`config.mk`:
```
export PLATFORM = sky130hd
export DESIGN_NAME = vn_div_lane
export DESIGN_NICKNAME = d
export VERILOG_FILES = /design/src/sv/vn_div_lane.sv
export SDC_FILE = /design/constraint.sdc
export NUM_CORES = 1
export LEC_CHECK = 0
export ABC_AREA = 1
export BUFFER_PORTS_ARGS = -buffer_cell sky130_fd_sc_hd__buf_2
export CORE_MARGIN = 5
export CORE_UTILIZATION = 35
export CTS_BUF_LIST = sky130_fd_sc_hd__clkbuf_4 sky130_fd_sc_hd__clkbuf_8 sky130_fd_sc_hd__clkbuf_16
export CTS_CLUSTER_SIZE = 16
export DETAILED_ROUTE_END_ITERATION = 10
export PLACE_DENSITY_LB_ADDON = 0.12
export REMOVE_ABC_BUFFERS = 1
export SLEW_MARGIN = 10
export SYNTH_ARGS = -nofsm -noshare
export SYNTH_HDL_FRONTEND = slang
export SYNTH_SLANG_ARGS = --single-unit
```
`constraint.sdc`:
```
create_clock -name clk_i -period 2.6 [get_ports clk_i]
set_clock_uncertainty 0.15 [all_clocks]
set_input_delay 0 -clock clk_i [delete_from_list [all_inputs] [get_ports clk_i]]
set_output_delay 0 -clock clk_i [all_outputs]
set_load 0.05 [all_outputs]
```
`src/sv/vn_div_lane.sv`:
```
module vn_div_lane #(
  parameter int MAG_BITS  = 16,
  parameter int FRAC_BITS = 14
) (
  input  logic                        clk_i,
  input  logic                        en_i,
  input  logic [MAG_BITS-1:0]         mag_i,
  input  logic                        neg_i,
  input  logic [MAG_BITS-1:0]         divisor_i,
  output logic signed [FRAC_BITS+1:0] unit_o
);

  localparam int NumBits  = MAG_BITS + FRAC_BITS;
  localparam int QBits    = FRAC_BITS + 1;

  logic [NumBits-1:0]  rem_q [QBits];
  logic [QBits-1:0]    quot_q [QBits];
  logic [MAG_BITS-1:0] div_q [QBits];
  logic                neg_q [QBits];

  for (genvar s = 0; s < QBits; s++) begin : g_stage
    localparam int K = QBits - 1 - s;
    logic [NumBits-1:0]  rem_in;
    logic [QBits-1:0]    quot_in;
    logic [MAG_BITS-1:0] div_in;
    logic                neg_in;
    logic [NumBits-1:0]  shifted;

    if (s == 0) begin : g_first
      assign rem_in  = {mag_i, {FRAC_BITS{1'b0}}};
      assign quot_in = '0;
      assign div_in  = divisor_i;
      assign neg_in  = neg_i;
    end else begin : g_next
      assign rem_in  = rem_q[s-1];
      assign quot_in = quot_q[s-1];
      assign div_in  = div_q[s-1];
      assign neg_in  = neg_q[s-1];
    end

    assign shifted = NumBits'(div_in) << K;

    always_ff @(posedge clk_i) begin
      if (en_i) begin
        div_q[s] <= div_in;
        neg_q[s] <= neg_in;
        if (rem_in >= shifted) begin
          rem_q[s]  <= rem_in - shifted;
          quot_q[s] <= quot_in | (QBits'(1) << K);
        end else begin
          rem_q[s]  <= rem_in;
          quot_q[s] <= quot_in;
        end
      end
    end
  end

  logic [FRAC_BITS+1:0] quot_ext;
  assign quot_ext = {1'b0, quot_q[QBits-1]};
  assign unit_o   = neg_q[QBits-1] ? -quot_ext : quot_ext;

endmodule

```
### Word-level counts from Yosys, hierarchy flattened

Memory sizes are Yosys's and may differ from the RTL's.
Cells that the tools add are included.

| word-level totals | value |
|---|---|
| memories | 4 |
| output and inout bits | 16 |
| input port bits | 35 |
| flip-flop bits (word level) | 0 |
| RAM bits | 930 |
| logic and storage cells | 188 |

Memories:

| name | depth | bits a word | read ports | clocked after memory_dff | wr ports | line | text |
|---|---|---|---|---|---|---|---|
| rem_q | 15 | 30 | 14 | 0 | 15 | 16 | `logic [NumBits-1:0] rem_q [QBits];` |
| div_q | 15 | 16 | 14 | 0 | 15 | 18 | `logic [MAG_BITS-1:0] div_q [QBits];` |
| quot_q | 15 | 15 | 15 | 0 | 15 | 17 | `logic [QBits-1:0] quot_q [QBits];` |
| neg_q | 15 | 1 | 15 | 0 | 15 | 19 | `logic neg_q [QBits];` |

| operators by class | value |
|---|---|
| add/sub/neg operators | 16 |
| bitwise logic cells | 30 |
| muxes and demuxes | 123 |
| order comparisons | 15 |

Operators with widths:

| kind | count |
|---|---|
| $mux W30 | 15 |
| $mux W15 | 15 |
| $mux W1 | 92 |
| $ge A30 B16 Y1 | 1 |
| $ge A30 B17 Y1 | 1 |
| $ge A30 B18 Y1 | 1 |
| $ge A30 B19 Y1 | 1 |
| $ge A30 B20 Y1 | 1 |
| $ge A30 B21 Y1 | 1 |
| $ge A30 B22 Y1 | 1 |
| $ge A30 B23 Y1 | 1 |
| $ge A30 B24 Y1 | 1 |
| $ge A30 B25 Y1 | 1 |
| $ge A30 B26 Y1 | 1 |
| $ge A30 B27 Y1 | 1 |
| $ge A30 B28 Y1 | 1 |
| $ge A30 B29 Y1 | 1 |
| $ge A30 B30 Y1 | 1 |
| $or A1 B1 Y1 | 30 |
| $sub A30 B16 Y30 | 1 |
| $sub A30 B17 Y30 | 1 |
| $sub A30 B18 Y30 | 1 |
| $sub A30 B19 Y30 | 1 |
| $sub A30 B20 Y30 | 1 |
| other kinds (12) | 12 |

### Longest topological paths before layout

An unclocked memory read counts as a cell.

| logic depth | value |
|---|---|
| depth after elaboration | 6 |
| gate-level depth with buffers | 16 |
| depth with buffers taken out | 15 |

### Worst setup path after synthesis

OpenSTA, ideal clock, no wires.

| timing | value |
|---|---|
| path kind | reg-to-reg |
| start point | memory rem_q[1][93] (netlist name) |
| end point | memory rem_q[1][126] (netlist name) (data pin) |
| stages on the path, launching flop included | 11 |
| buffers on the path | 1 |
| slack | 0.351 ns |
| clock period less this slack | 2.249 ns |
| setup time | 0.253 ns |
| required time | 2.197 ns |
| arrival time | 1.846 ns |
| path through | edfxtp_1 > fa_1 > nand3_1 > nand3_1 > nand3_1 > nand3_2 > nand2_2 > nand3_4 > buf_6 > nand2_1 > o21ai_2 |

RTL lines:

| what | line |
|---|---|
| start, declared | 16 |

==> results.cfg <==
[floorplan]
design.core.area_um2 = 124000
start_util_pct = 35.3
num_rows = 129
fp.dieArea_um2 = 132000
ios = 51
die_h_um = 364
die_width_um = 364

[grt]
grt_pass1_wl_mm = 200
grt_use_total_pct = 19.5
first_global_vias = 34558
grt-ovfl-total = 0
grt_max_degree = 105
grt_antenna_before_repair = 4

[worst_setup_path]
cpMostUsedCell = nand2_1
worstPathMaxFanout = 11
critPathBufInv = 6
crit_slowest_cell = dlygate4sd3_1
cp_data_required_time_ns = 2.85
worstPathCellList = dlygate4sd3_1, buf_2, inv_1, ha_1, inv_1, fa_1, nand2_1, nand2_1, nand2_1, nand2_1, nand2_1, nand4_2, buf_4, nand2_1, nand2_1, dlygate4sd3_1
max_stage_delay_ns = 0.56
arrival_ns = 2.73
cp-start-kind = input pin
end_kind = register
path_delay_family = buffers and inverters
path_class = in -> reg

[drt]
routed_via_density = 4.70
dr.pass1.iters = 5
routedWlPerCell_um = 17.3
first_iter_violations = 2607
vias = 35388
drc_errors = 0
ant_nets = 0
wl_mm = 130

[place]
hpwl_mm = 105
pre_cts_ws_ns = -0.320
place.gp.congestion = 0.906
io_buffers = 50

[logic_synthesis]
synth_seq_cells = 674
yosysSeqAreaShare_pct = 46.2
syn_inst = 5521
ys.flop_type = edfxtp_1
yosys_warnings = 0
synth.distinct_cells = 53
async_flop_share_pct = 0
syn_area_um2 = 43800
avgSynthCellArea_um2 = 7.93
synth_edf_count = 674

[power_and_ir_drop]
p_per_area_nw_per_um2 = 965
max-vdd-ir-drop_uv = 444
p_leak_nw = 24.3

[sta]
setup_viol = 0
fmax_mhz = 403
worst_slew_pin_slew_ns = 0.898
finalSetupTns_ns = 0
slew_headroom_pct = 40.1
rsz0062_at_grt = true
fin_crit_sh_pct = 95.4
slew_viol_final = 0
worst_slack_ns = 0.119
period_minus_slack_ns = 2.48
timing.final.hold_violations = 0

[cells_and_area]
area_growth_pct = 16.4
fillers = 12691
final_nets = 6112
drive_gt1_share_pct = 9.69

[run_status]
status = finished, final reports clean

[cts]
cts-htree-levels = 3
clk_pin_slew_ns = 0.06
clockBufferDepth = 3
cts_sinks = 674
cts_buffers = 81
root_buffer = clkbuf_16
clock_latency_ns = 0.65
cts_tree = built

[worst_hold_path]
min_path_type = in -> reg

[run]
maxCapViolCount = 0
-- final timing paths --
path,startpoint,cells past startpoint,slack (ns),endpoint
worst min register to register,quot_q[1][21]$_DFFE_PP_,0,0.26,quot_q[1][36]$_DFFE_PP_
worst max register to register,div_q[1][10]$_DFFE_PP_,11,0.12,rem_q[1][39]$_DFFE_PP_
worst min-delay path,en_i,2,0.08,div_q[0][1]$_DFFE_PP_
worst max-delay path,mag_i[0],16,0.12,rem_q[0][20]$_DFFE_PP_
-- cell usage in the layout (no fill, tap or decap), types with 52 or more instances in the layout --
master	synthesis	final
dlygate4sd3_1	0	58
nand3_1	368	363
xnor2_1	52	52
a21oi_1	173	167
xor2_1	86	85
nand4_1	84	84
inv_1	1006	1005
ha_1	240	221
clkbuf_16	0	87
nor3_1	64	61
nor2_1	440	431
buf_4	17	160
o21ai_0	98	95
edfxtp_1	674	674
nand2_1	1856	1849
-- repair_timing --
action / in CTS / in global routing
setup endpoints to repair: 11 / 145
pin swaps: 1 / 10
gates resized for setup: 14 / 68
cloned: 0 / 1
endpoints found under the hold margin: 217 / 0
setup buffers: 2 / 22
hold buffers: 58 / 0
-- state kept, by name, indices dropped and copies added (netlist names) --
signal,cells
div_q,224
neg_q,15
quot_q,120
rem_q,315
-- cells in the mapped netlist, types with 9 or more instances --
master	instances	area [µm²]
a21oi_1	173	866
and2_1	13	81.3
and3_1	9	56.3
buf_2	13	65.1
buf_4	17	128
buf_6	18	203
clkbuf_1	17	63.8
edfxtp_1	674	20200
fa_1	14	280
ha_1	240	3000
inv_1	1006	3780
inv_2	20	75.1
nand2_1	1856	6970
nand2_2	37	231
nand3_1	368	1840
nand3_2	11	110
nand3b_1	49	368
nand4_1	84	526
nor2_1	440	1650
nor2_2	24	150
nor2_4	10	113
nor3_1	64	320
nor4_1	10	62.6
o21ai_0	98	490
o21ai_1	30	150
o21ai_2	19	166
o21bai_1	10	75.1
or2_2	13	81.3
xnor2_1	52	455
xor2_1	86	753
-- worst register-to-register path: cells and delay by family (launching register included) --
kind                     cells  cell delay [ns]
buffers and inverters        3             0.25
adder cells (fa/ha/maj)      1             0.38
flip-flops                   1             0.48
AND/OR/NAND/NOR              7             0.95
-- power by group --
| group | total [mW] | internal (mW) | switching (mW) |
|---|---|---|---|
| registers | 17.0 | 15.0 | 2.01 |
| clock network | 12.1 | 7.48 | 4.58 |
| logic | 20.1 | 7.15 | 13.0 |
| total | 49.2 | 29.6 | 19.6 |
-- area by class of cell --
class | count | area, µm² | area share (%)
Clock buffer | 94 | 2210 | 4.34
Timing Repair Buffer | 285 | 2430 | 4.77
Multi-Input combinational cell | 3753 | 19500 | 38.3
Clock inverter | 51 | 641 | 1.26
Sequential cell | 674 | 20200 | 39.7
Tap cell | 1637 | 2050 | 4.02
Inverter | 1028 | 3870 | 7.60
Antenna cell | 1 | 2.50 | 0.00491
-- layer usage --
| layer | wire, µm | part of all wire, % | vias up | track usage (%) |
|---|---|---|---|---|
| met5 | 7 | 0.0054 | - | 0 |
| met4 | 3610 | 2.8 | 2 | 4.91 |
| met3 | 4710 | 3.6 | 174 | 2.24 |
| met2 | 64400 | 49 | 678 | 35.4 |
| met1 | 57400 | 44 | 16254 | 24.9 |
| li1 | - | - | 18280 | - |
-- kinds of logic (layout without fill, tap and decap cells) --
| kind of cell | Yosys count | in the layout | share of synthesized area [%] |
|---|---|---|---|
| buffers and inverters | 1094 | 1458 | 9.88 |
| and+or+nand+nor | 3006 | 3006 | 29.2 |
| AOI/OAI and AO/OA | 355 | 355 | 4.51 |
| other | 0 | 1 | 0 |
| DFF | 674 | 674 | 46.2 |
| adders and majority gates | 254 | 254 | 7.50 |
| xor gates and xnor gates | 138 | 138 | 2.76 |
-- stage by stage --
| stage | hold WS [ns] | power, mW | cells | cell area (µm²) | utilization, % |
|---|---|---|---|---|---|
| after global routing | 0.0500 | 53.0 | 7522 | 51000 | 41.1 |
| after global placement | 0.0460 | 37.1 | 7294 | 47000 | 37.9 |
| after floorplan | -0.0511 | 30.1 | 5455 | 43300 | - |
| after CTS | 0.0158 | 49.4 | 7499 | 50500 | 40.7 |
| after detailed placement | 0.0457 | 37.0 | 7294 | 47000 | 37.9 |
| final | 0.0750 | 49.2 | 7523 | 51000 | 41.1 |
Note: power is estimated with default switching activity, not from simulation.
