==> config.mk <==
export PLATFORM = sky130hd
export DESIGN_NAME = vn_isqrt
export DESIGN_NICKNAME = d
export VERILOG_FILES = /design/src/sv/vn_isqrt.sv
export SDC_FILE = /design/constraint.sdc
export NUM_CORES = 1
export LEC_CHECK = 0
export ABC_AREA = 0
export BUFFER_PORTS_ARGS = -buffer_cell sky130_fd_sc_hd__buf_2
export CAP_MARGIN = 0
export CORE_UTILIZATION = 60
export DETAILED_ROUTE_END_ITERATION = 10
export MAX_ROUTING_LAYER = met4
export PLACE_DENSITY = 0.89
export SLEW_MARGIN = 20
export SYNTH_ARGS = -nofsm -noshare
export SYNTH_HDL_FRONTEND = slang
export SYNTH_SLANG_ARGS = --single-unit
==> constraint.sdc <==
create_clock -name clk_i -period 3.6 [get_ports clk_i]
set_input_delay 0.18 -clock clk_i [delete_from_list [all_inputs] [get_ports clk_i]]
set_output_delay 0.18 -clock clk_i [all_outputs]
set_load 0.005 [all_outputs]
==> src/sv/vn_isqrt.sv <==
module vn_isqrt #(
  parameter int SUM_BITS  = 34,
  parameter int ROOT_BITS = 17,
  parameter int SIDE_BITS = 51
) (
  input  logic                 clk_i,
  input  logic                 en_i,
  input  logic [SUM_BITS-1:0]  sum_i,
  input  logic [SIDE_BITS-1:0] side_i,
  output logic [ROOT_BITS-1:0] root_o,
  output logic [SIDE_BITS-1:0] side_o
);

  localparam int RemBits = SUM_BITS + 1;
  localparam logic [RemBits-1:0] One = RemBits'(1);

  logic [RemBits-1:0]   rem_q  [ROOT_BITS];
  logic [ROOT_BITS-1:0] root_q [ROOT_BITS];
  logic [SIDE_BITS-1:0] side_q [ROOT_BITS];

  for (genvar s = 0; s < ROOT_BITS; s++) begin : g_stage
    localparam int K = ROOT_BITS - 1 - s;
    logic [RemBits-1:0]   rem_in;
    logic [ROOT_BITS-1:0] root_in;
    logic [SIDE_BITS-1:0] side_in;
    logic [RemBits-1:0]   trial;

    if (s == 0) begin : g_first
      assign rem_in  = {1'b0, sum_i};
      assign root_in = '0;
      assign side_in = side_i;
    end else begin : g_next
      assign rem_in  = rem_q[s-1];
      assign root_in = root_q[s-1];
      assign side_in = side_q[s-1];
    end

    // (root + 2^k)^2 - root^2 = root * 2^(k+1) + 2^(2k)
    assign trial = (RemBits'(root_in) << (K + 1)) + (One << (2 * K));

    always_ff @(posedge clk_i) begin
      if (en_i) begin
        side_q[s] <= side_in;
        if (rem_in >= trial) begin
          rem_q[s]  <= rem_in - trial;
          root_q[s] <= root_in | (ROOT_BITS'(1) << K);
        end else begin
          rem_q[s]  <= rem_in;
          root_q[s] <= root_in;
        end
      end
    end
  end

  assign root_o = root_q[ROOT_BITS-1];
  assign side_o = side_q[ROOT_BITS-1];

endmodule

* After elaboration in Yosys (flattened, before gate mapping)
Memories as Yosys holds them, arrays and structs flattened.
Index checks and enable logic that the tools add are counted.
** Operators by class
- Add/sub/neg operators :: 33
- Multipliers :: 0
- Divide/modulo/power cells :: 0
- $lt $le $gt $ge :: 17
- Eq/ne operators :: 0
- Shifts and indexed selects :: 0
- Muxes and demuxes :: 138
- Bitwise logic cells :: 34
- Reductions and logical operators :: 0
** Operator list (number)
- $mux W35 :: 17
- $mux W17 :: 17
- $mux W1 :: 104
- $ge A35 B19 Y1 :: 1
- $ge A35 B20 Y1 :: 1
- $ge A35 B21 Y1 :: 1
- $ge A35 B22 Y1 :: 1
- $ge A35 B23 Y1 :: 1
- $ge A35 B24 Y1 :: 1
- $ge A35 B25 Y1 :: 1
- $ge A35 B26 Y1 :: 1
- $ge A35 B27 Y1 :: 1
- $ge A35 B28 Y1 :: 1
- $ge A35 B29 Y1 :: 1
- $ge A35 B30 Y1 :: 1
- $ge A35 B31 Y1 :: 1
- $ge A35 B32 Y1 :: 1
- $ge A35 B33 Y1 :: 1
- $ge A35 B34 Y1 :: 1
- $sub A34 B33 Y35 const B :: 1
- $sub A35 B19 Y35 :: 1
- $sub A35 B20 Y35 :: 1
- $sub A35 B21 Y35 :: 1
- $sub A35 B22 Y35 :: 1
- 30 further kinds :: 63
** Storage, ports and cells
- Register bits :: 0
- Bits in latches :: 0
- Memory bits (writable) :: 1751
- Bits in read-only memories :: 0
- Bits of input ports :: 87
- Output and inout port bits :: 68
- Word-level logic and storage cells :: 225
- Memories kept :: 3
** Memories
- side_q :: depth 17, width 51, rd ports 17, clocked after Yosys merged registers in 0, write ports 17, line 19 : logic [SIDE_BITS-1:0] side_q [ROOT_BITS];
- rem_q :: depth 17, width 35, rd ports 16, clocked after Yosys merged registers in 0, write ports 17, line 17 : logic [RemBits-1:0] rem_q [ROOT_BITS];
- root_q :: depth 17, width 17, rd ports 17, clocked after Yosys merged registers in 0, write ports 17, line 18 : logic [ROOT_BITS-1:0] root_q [ROOT_BITS];

* Longest topological paths before layout
Gate-level depths: netlist (run 1).
An unclocked memory read counts as a cell.
- Depth in word-level cells :: 7
- Mapped depth :: 12
- Gate-level depth less buffers :: 10

* Least setup slack after synthesis (run 1)
No wires, ideal clock.
- Path kind :: reg2reg
- Start point :: mem rem_q[13][23] in the netlist's numbering
- End point :: mem rem_q[14][32] in the netlist's numbering (data pin)
- Setup time :: 0.271 ns
- Data arrival time :: 2.953 ns
- Required time :: 3.329 ns
- Setup slack :: 0.376 ns
- Stages on the path, launching flop included :: 10
- Path buffers :: 1
- Period minus slack after synthesis :: 3.224 ns
- Cells stage by stage :: edfxtp_1 or4_4 or3_1 clkbuf_2 or4_4 a311o_1 a221o_2 nand3_2 nor4_1 xor2_1
** RTL lines (line)
- start, declared :: 17

==> results.cfg, run 1 <==
[clocking]
h_tree_lvl_count = 4
clk_root_buffer_cell = sky130_fd_sc_hd__clkbuf_16
tritoncts_clock_tree = built
cts.path.max_buffers = 3
cts_post_setup_buffers_inserted = 0
cts_num_sinks = 1580
clk-insertion-delay-late_ns = 0.78
worst_setup_hold_path_clk_slew_ns = 0.07
numCtsBuffers = 148

[pwr]
cellInternalPower_mw = 31.8
fin_total_pwr_mw = 41.5
pwr-share-seq = 0.553
leakagePower_nw = 24.6
power.density_nw_per_um2 = 611
power.switching_mw = 9.76
irDropWorstVdd_uv = 642
sw_frac_of_total = 0.235
power_frac_comb = 0.088
power_frac_clock = 0.359

[finish]
flow.area_growth_from_synthesis_pct = 13.6
finalNetCount = 4130
final_design_area_no_fill_um2 = 67900
final-instance-count-excl-fill = 5278
final_core_utilization = 0.689
post_route_cells_drive_above_1_share = 0.114
nFillCells = 6028

[floorplanning]
initial_utilization = 0.607
fp.dieH_um = 318
floorplan.io_pins = 155
die_x_um = 318
total_die_area_um2 = 101000
standard_cell_core_area_um2 = 98600
num_rows = 115

[global_route]
global_route.overflow_total = 0
grtUsageTotal = 0.224
grt_first_pass_wirelength_mm = 169
via_count_of_the_first_global_routing_pass = 31300
antenna_violations_before_repair = 1
grt_max_degree = 191

[sta]
finalClockSkew_ns = 0.0305
holdWs_ns = 0.119
worstMarginPinSlew_ns = 1.00
max_freq_mhz = 279
final-setup-viol-count = 0
tns_ns = 0
max-slew-margin-rel = 0.331
finalCriticalPeriod_ns = 3.58
finalHoldViolCount = 0
final-max-slew-violation-count = 0
rsz0062_at_grt = no
post-route-period-util = 0.994
final.setup.worst_slack_ns = 0.0212

[logic_synthesis]
synth_top_area_frac = 0.793
synth_enable_flop_cells = 1580
synth.lib_cells_used.distinct = 70
yosys_warnings = 0
primary_flip_flop_cell_chosen_by_synthesis_mapping = sky130_fd_sc_hd__edfxtp_1
yosys_register_bits = 1580
post_synthesis_cell_area_um2 = 59800
synth_fp_nets = 3745
synth_async_sr_flop_share = 0
synth_top_cell_by_area = sky130_fd_sc_hd__edfxtp_1
ys_top_cells_by_area = sky130_fd_sc_hd__edfxtp_1, sky130_fd_sc_hd__ha_1, sky130_fd_sc_hd__xor2_1
synth.avg_cell_area_um2 = 17.1
synth-seq-area-share = 0.793
syn_inst = 3490

[route]
finalWirelength_mm = 109
route.detailed.drc = 0
via_per_inst = 5.74
detail_route.wl_per_cell_um = 20.6
detail_route.iter0.violations = 2486
route.vias.total = 30300
antenna_violating_nets_post_route = 0
number_of_search_and_repair_iterations_in_the_first_detailed_routing_pass = 6

[outcome]
run_status = completed

[worst_hold_path]
worstHoldPathCells = 2
worstHoldStart = sum_i[30]
worstHoldEndpoint = rem_q[0][30]
holdCritPathClass = input pin to flop

[critical_path]
crit_slowest_cell = sky130_fd_sc_hd__nor4b_1
crit_path_start = rem_q[3][25]
worst_ep_required_time_ns = 4.12
r2r.worst_path.cells = 10
worst_r2r_dst = rem_q[4][34]
start_kind = flop
critical-path-max-stage-delay_ns = 0.50
setup.reg_to_reg.worst_slack_ns = 0.02
critical_path_arrival_ns = 4.10
regToRegStartpoint = rem_q[3][25]
endpoint_kind = flop
critPathKind = flop to flop
worst-path-max-fanout = 12
timing.critical_path.cells = inv_1 -> ha_1 -> nor4b_1 -> nand4_1 -> o2111ai_1 -> a211o_1 -> o21ai_0 -> nor2_1 -> nand3b_1 -> xnor2_1

[placed_design]
post-dp-hpwl_mm = 64.1
globalplace.congestion = 0.972
dp_worst_setup_slack_ns = 0.291
placement.io_buffers = 154
placed_area_um2 = 62500
place_inst = 4926

[run]
maximum_capacitance_violations = 0
-- cell families (layout without fill, tap and decap cells) --
logic type / Yosys count / in the layout / share of synthesized area
XOR/XNOR: 247 / 247 / 0.0362
flip-flops: 1580 / 1580 / 0.793
adder cells (fa/ha/maj): 168 / 168 / 0.0351
AO/OA/AOI/OAI: 429 / 429 / 0.0450
multiplexers: 34 / 34 / 0.00619
buffers and inverters: 258 / 758 / 0.0164
AND/OR/NAND/NOR: 774 / 774 / 0.0682
other: 0 / 1 / 0
-- timing repair --
action / 4_1_cts / 5_1_grt
endpoints found under the hold margin: 113 / 0
gates resized for setup: 0 / 1
hold buffers: 86 / 0
setup endpoints to repair: 0 / 1
-- Yosys cell counts, types with 48 or more instances --
cell type	count
sky130_fd_sc_hd__o21ai_0	128
sky130_fd_sc_hd__nand2_1	164
sky130_fd_sc_hd__edfxtp_1	1580
sky130_fd_sc_hd__ha_1	168
sky130_fd_sc_hd__clkbuf_1	48
sky130_fd_sc_hd__a21oi_1	124
sky130_fd_sc_hd__xor2_1	133
sky130_fd_sc_hd__nor4_1	84
sky130_fd_sc_hd__nor3_1	94
sky130_fd_sc_hd__inv_1	204
sky130_fd_sc_hd__xnor2_1	114
sky130_fd_sc_hd__nor2_1	151
-- flip-flops by register name (all words and copies together) (netlist names) --
register  cells
side_q      867
rem_q       560
root_q      153
-- final cells by class --
cell class	instances	area, µm²	share of cell area
Clock inverter	76	704	0.0104
Timing Repair Buffer	289	2090	0.0308
Tap cell	1287	1610	0.0237
Clock buffer	189	3880	0.0571
Antenna cell	1	2.50	0.0000368
Inverter	204	766	0.0113
Sequential cell	1580	47400	0.698
Multi-Input combinational cell	1652	11400	0.168
-- critical path, delay by kind of cell (launching register included) --
family,cells,cell delay (ns)
compound gates,3,1.27
xor+xnor,1,0.19
fa+ha+maj,1,0.13
buf+inv,1,0.10
flops,1,0.41
simple gates,4,1.23
-- cell usage in the layout, fill, tap and decap left out, types with 20 or more instances in the layout --
cell type and count:
sky130_fd_sc_hd__a211oi_1 20, sky130_fd_sc_hd__a21o_1 39, sky130_fd_sc_hd__a21oi_1 124, sky130_fd_sc_hd__buf_2 153
sky130_fd_sc_hd__buf_4 42, sky130_fd_sc_hd__clkbuf_1 40, sky130_fd_sc_hd__clkbuf_16 149, sky130_fd_sc_hd__clkinv_1 27
sky130_fd_sc_hd__clkinv_2 21, sky130_fd_sc_hd__dlygate4sd3_1 86, sky130_fd_sc_hd__edfxtp_1 1580, sky130_fd_sc_hd__ha_1 168
sky130_fd_sc_hd__inv_1 204, sky130_fd_sc_hd__mux2_2 24, sky130_fd_sc_hd__nand2_1 164, sky130_fd_sc_hd__nand2b_1 43
sky130_fd_sc_hd__nand3_1 38, sky130_fd_sc_hd__nand4_1 39, sky130_fd_sc_hd__nor2_1 151, sky130_fd_sc_hd__nor2b_1 26
sky130_fd_sc_hd__nor3_1 93, sky130_fd_sc_hd__nor4_1 83, sky130_fd_sc_hd__o21a_1 25, sky130_fd_sc_hd__o21ai_0 128
sky130_fd_sc_hd__or3_1 25, sky130_fd_sc_hd__xnor2_1 114, sky130_fd_sc_hd__xor2_1 133
-- how the worst max path moves through the flow --
stage                          endpoint  depth (start not counted)
after floorplan           rem_q[14][32]                          9
after global placement    rem_q[14][24]                          8
after detailed placement   rem_q[7][32]                          9
after CTS                 rem_q[10][29]                          8
after global routing      rem_q[10][26]                          9
final                      rem_q[4][34]                         10
-- metal layers --
layer | track usage | part of all wire
met2 | 0.413 | 0.55
met1 | 0.228 | 0.36
met5 | - | 0
met4 | 0.114 | 0.052
met3 | 0.0359 | 0.046
-- power groups by stage --
| stage | Sequential [mW] | Combinational (mW) | Clock [mW] |
|---|---|---|---|
| floorplan | 23.0 | 2.42 | 0 |
| global placement | 23.2 | 3.30 | 0 |
| detailed placement | 23.3 | 3.43 | 0 |
| CTS | 23.0 | 3.57 | 15.1 |
| global route | 23.1 | 3.98 | 15.9 |
| finish | 23.0 | 3.64 | 14.9 |
Note: power is estimated with default switching activity, not from simulation.
==> run 2, diff against run 1 <==
--- a/config.mk
+++ b/config.mk
@@ -8,6 +8,7 @@
 export ABC_AREA = 0
 export BUFFER_PORTS_ARGS = -buffer_cell sky130_fd_sc_hd__buf_2
 export CAP_MARGIN = 0
+export CORE_MARGIN = 4
 export CORE_UTILIZATION = 60
 export DETAILED_ROUTE_END_ITERATION = 10
 export MAX_ROUTING_LAYER = met4
==> run 2 against run 1 <==
Die area grew 3.8%; sequential share of layout area shrank 0.30 points; worst hold slack gained 0.013 ns; critical endpoint unchanged; register-to-register slack gained 0.17 ns; clock skew shrank 0.0039 ns; power grew 1.1%; sequential power is essentially flat; clock power grew 3%; utilization grew 0.20 points; first-iteration DRC count shrank 10%.
==> results.cfg, run 2 (synthesized netlist as in run 1, its figures left out) <==
[outcome]
run_status = completed

[route]
number_of_search_and_repair_iterations_in_the_first_detailed_routing_pass = 6
detail_route.wl_per_cell_um = 21.2
via_per_inst = 5.68
antenna_violating_nets_post_route = 0
finalWirelength_mm = 112
detail_route.iter0.violations = 2229
route.detailed.drc = 0
route.vias.total = 30100

[critical_path]
critical_path_arrival_ns = 3.91
crit_slowest_cell = sky130_fd_sc_hd__nor4b_1
worst_ep_required_time_ns = 4.11
worst-path-max-fanout = 12
critPathKind = flop to flop
critical-path-max-stage-delay_ns = 0.54
endpoint_kind = flop
cp.buffers_inverters = 1
crit_path_start = rem_q[3][25]
start_kind = flop
cpLargestDelayFamily = simple AND/OR/NAND/NOR gates
timing.critical_path.cells = inv_1 -> ha_1 -> nor4b_1 -> nand4_1 -> o2111ai_1 -> a211o_1 -> o21ai_0 -> nor2_1 -> nand3b_1 -> xnor2_1
regToRegStartpoint = rem_q[3][25]

[clocking]
numCtsBuffers = 151
clk_root_buffer_cell = sky130_fd_sc_hd__clkbuf_16
worst_setup_hold_path_clk_slew_ns = 0.07
cts.path.max_buffers = 3
cts_num_sinks = 1580
tritoncts_clock_tree = built
clk-insertion-delay-late_ns = 0.76
h_tree_lvl_count = 4

[floorplanning]
die_x_um = 324
standard_cell_core_area_um2 = 98700
initial_utilization = 0.606
num_rows = 115
fp.dieH_um = 324
floorplan.io_pins = 155
total_die_area_um2 = 105000

[pwr]
sw_frac_of_total = 0.233
power_frac_comb = 0.088
power.density_nw_per_um2 = 615
pwr-share-seq = 0.548
power_frac_clock = 0.365
power.switching_mw = 9.77
irDropWorstVdd_uv = 483
cellInternalPower_mw = 32.2
leakagePower_nw = 24.7

[sta]
worstMarginPinSlew_ns = 1.15
finalCriticalPeriod_ns = 3.41
finalHoldViolCount = 0
post-route-period-util = 0.946
max-slew-margin-rel = 0.236
max_freq_mhz = 294
final-max-slew-violation-count = 0
final-setup-viol-count = 0
rsz0062_at_grt = no
finalClockSkew_ns = 0.0266
tns_ns = 0

[finish]
post_route_cells_drive_above_1_share = 0.120
final_design_area_no_fill_um2 = 68200
registers.top_by_ff_count = side_q
most-common-layout-cells = sky130_fd_sc_hd__edfxtp_1, sky130_fd_sc_hd__inv_1, sky130_fd_sc_hd__ha_1
layout.cells.most_common = sky130_fd_sc_hd__edfxtp_1
finalNetCount = 4151
top_regs = side_q (867), rem_q (560), root_q (153)
flow.area_growth_from_synthesis_pct = 14.1
antenna_cells = 0
largest_register_ffs = 867

[placed_design]
placed_area_um2 = 62600
post-dp-hpwl_mm = 67.6
globalplace.congestion = 0.884
placement.io_buffers = 154

[worst_hold_path]
holdCritPathClass = input pin to flop
worstHoldStart = sum_i[28]

[global_route]
grt_max_degree = 222
grtUsageTotal = 0.226
via_count_of_the_first_global_routing_pass = 31600
global_route.overflow_total = 0
antenna_violations_before_repair = 0
grt_first_pass_wirelength_mm = 174

[run]
maximum_capacitance_violations = 0
## run 2: what timing repair did
item	in CTS	in global routing
hold endpoints to repair	136	0
setup endpoints to repair	0	1
gates resized for setup	0	1
hold buffers	86	0
buffers inserted	0	0
## run 2: worst reg2reg max path, stage by stage (launching register included)
cell and delay [ns]:
sky130_fd_sc_hd__edfxtp_1 0.41, sky130_fd_sc_hd__inv_1 0.11, sky130_fd_sc_hd__ha_1 0.14, sky130_fd_sc_hd__nor4b_1 0.54, sky130_fd_sc_hd__nand4_1 0.32, sky130_fd_sc_hd__o2111ai_1 0.45
sky130_fd_sc_hd__a211o_1 0.44, sky130_fd_sc_hd__o21ai_0 0.25, sky130_fd_sc_hd__nor2_1 0.24, sky130_fd_sc_hd__nand3b_1 0.12, sky130_fd_sc_hd__xnor2_1 0.14
## run 2: through the flow
stage,hold WS [ns],worst slack (ns),utilization,total power [mW],instances
3_5_place_dp,0.358,0.145,0.634,26.8,4943
3_3_place_gp,0.356,0.0580,0.634,26.6,4943
4_1_cts,0.0712,0.123,0.691,42.2,5300
2_1_floorplan,0.279,0.376,-,25.4,3490
5_1_grt,0.103,0.00271,0.691,43.6,5301
6_report,0.132,0.193,0.691,42.0,5301
## run 2: layout make-up
class	instances	area, µm²
Clock inverter	86	712
Multi-Input combinational cell	1652	11400
Fill cell	6064	30500
Timing Repair Buffer	307	2260
Tap cell	1287	1610
Sequential cell	1580	47400
Inverter	204	766
Clock buffer	185	4010
## run 2: final timing paths
path | endpoint | slack, ns | depth (start not counted)
min | rem_q[0][28] | 0.13 | 2
max | rem_q[4][34] | 0.19 | 10
max reg2reg | rem_q[4][34] | 0.19 | 10
min reg2reg | side_q[0][329] | 0.41 | 0
## run 2: layer usage
metal  wire length [µm]  up-vias  global-route usage
met2              63000      953               0.420
met1              39500    14700               0.231
met3               4570      317              0.0364
li1                   -    14200                   -
met5                  0        -                   -
met4               5340        0               0.109
## run 2: power groups by stage
stage / clock [mW] / combinational, mW / sequential, mW
final: 15.3 / 3.69 / 23.0
after global placement: 0 / 3.45 / 23.2
after global routing: 16.4 / 4.08 / 23.1
after floorplan: 0 / 2.42 / 23.0
after CTS: 15.5 / 3.67 / 23.0
after detailed placement: 0 / 3.54 / 23.3
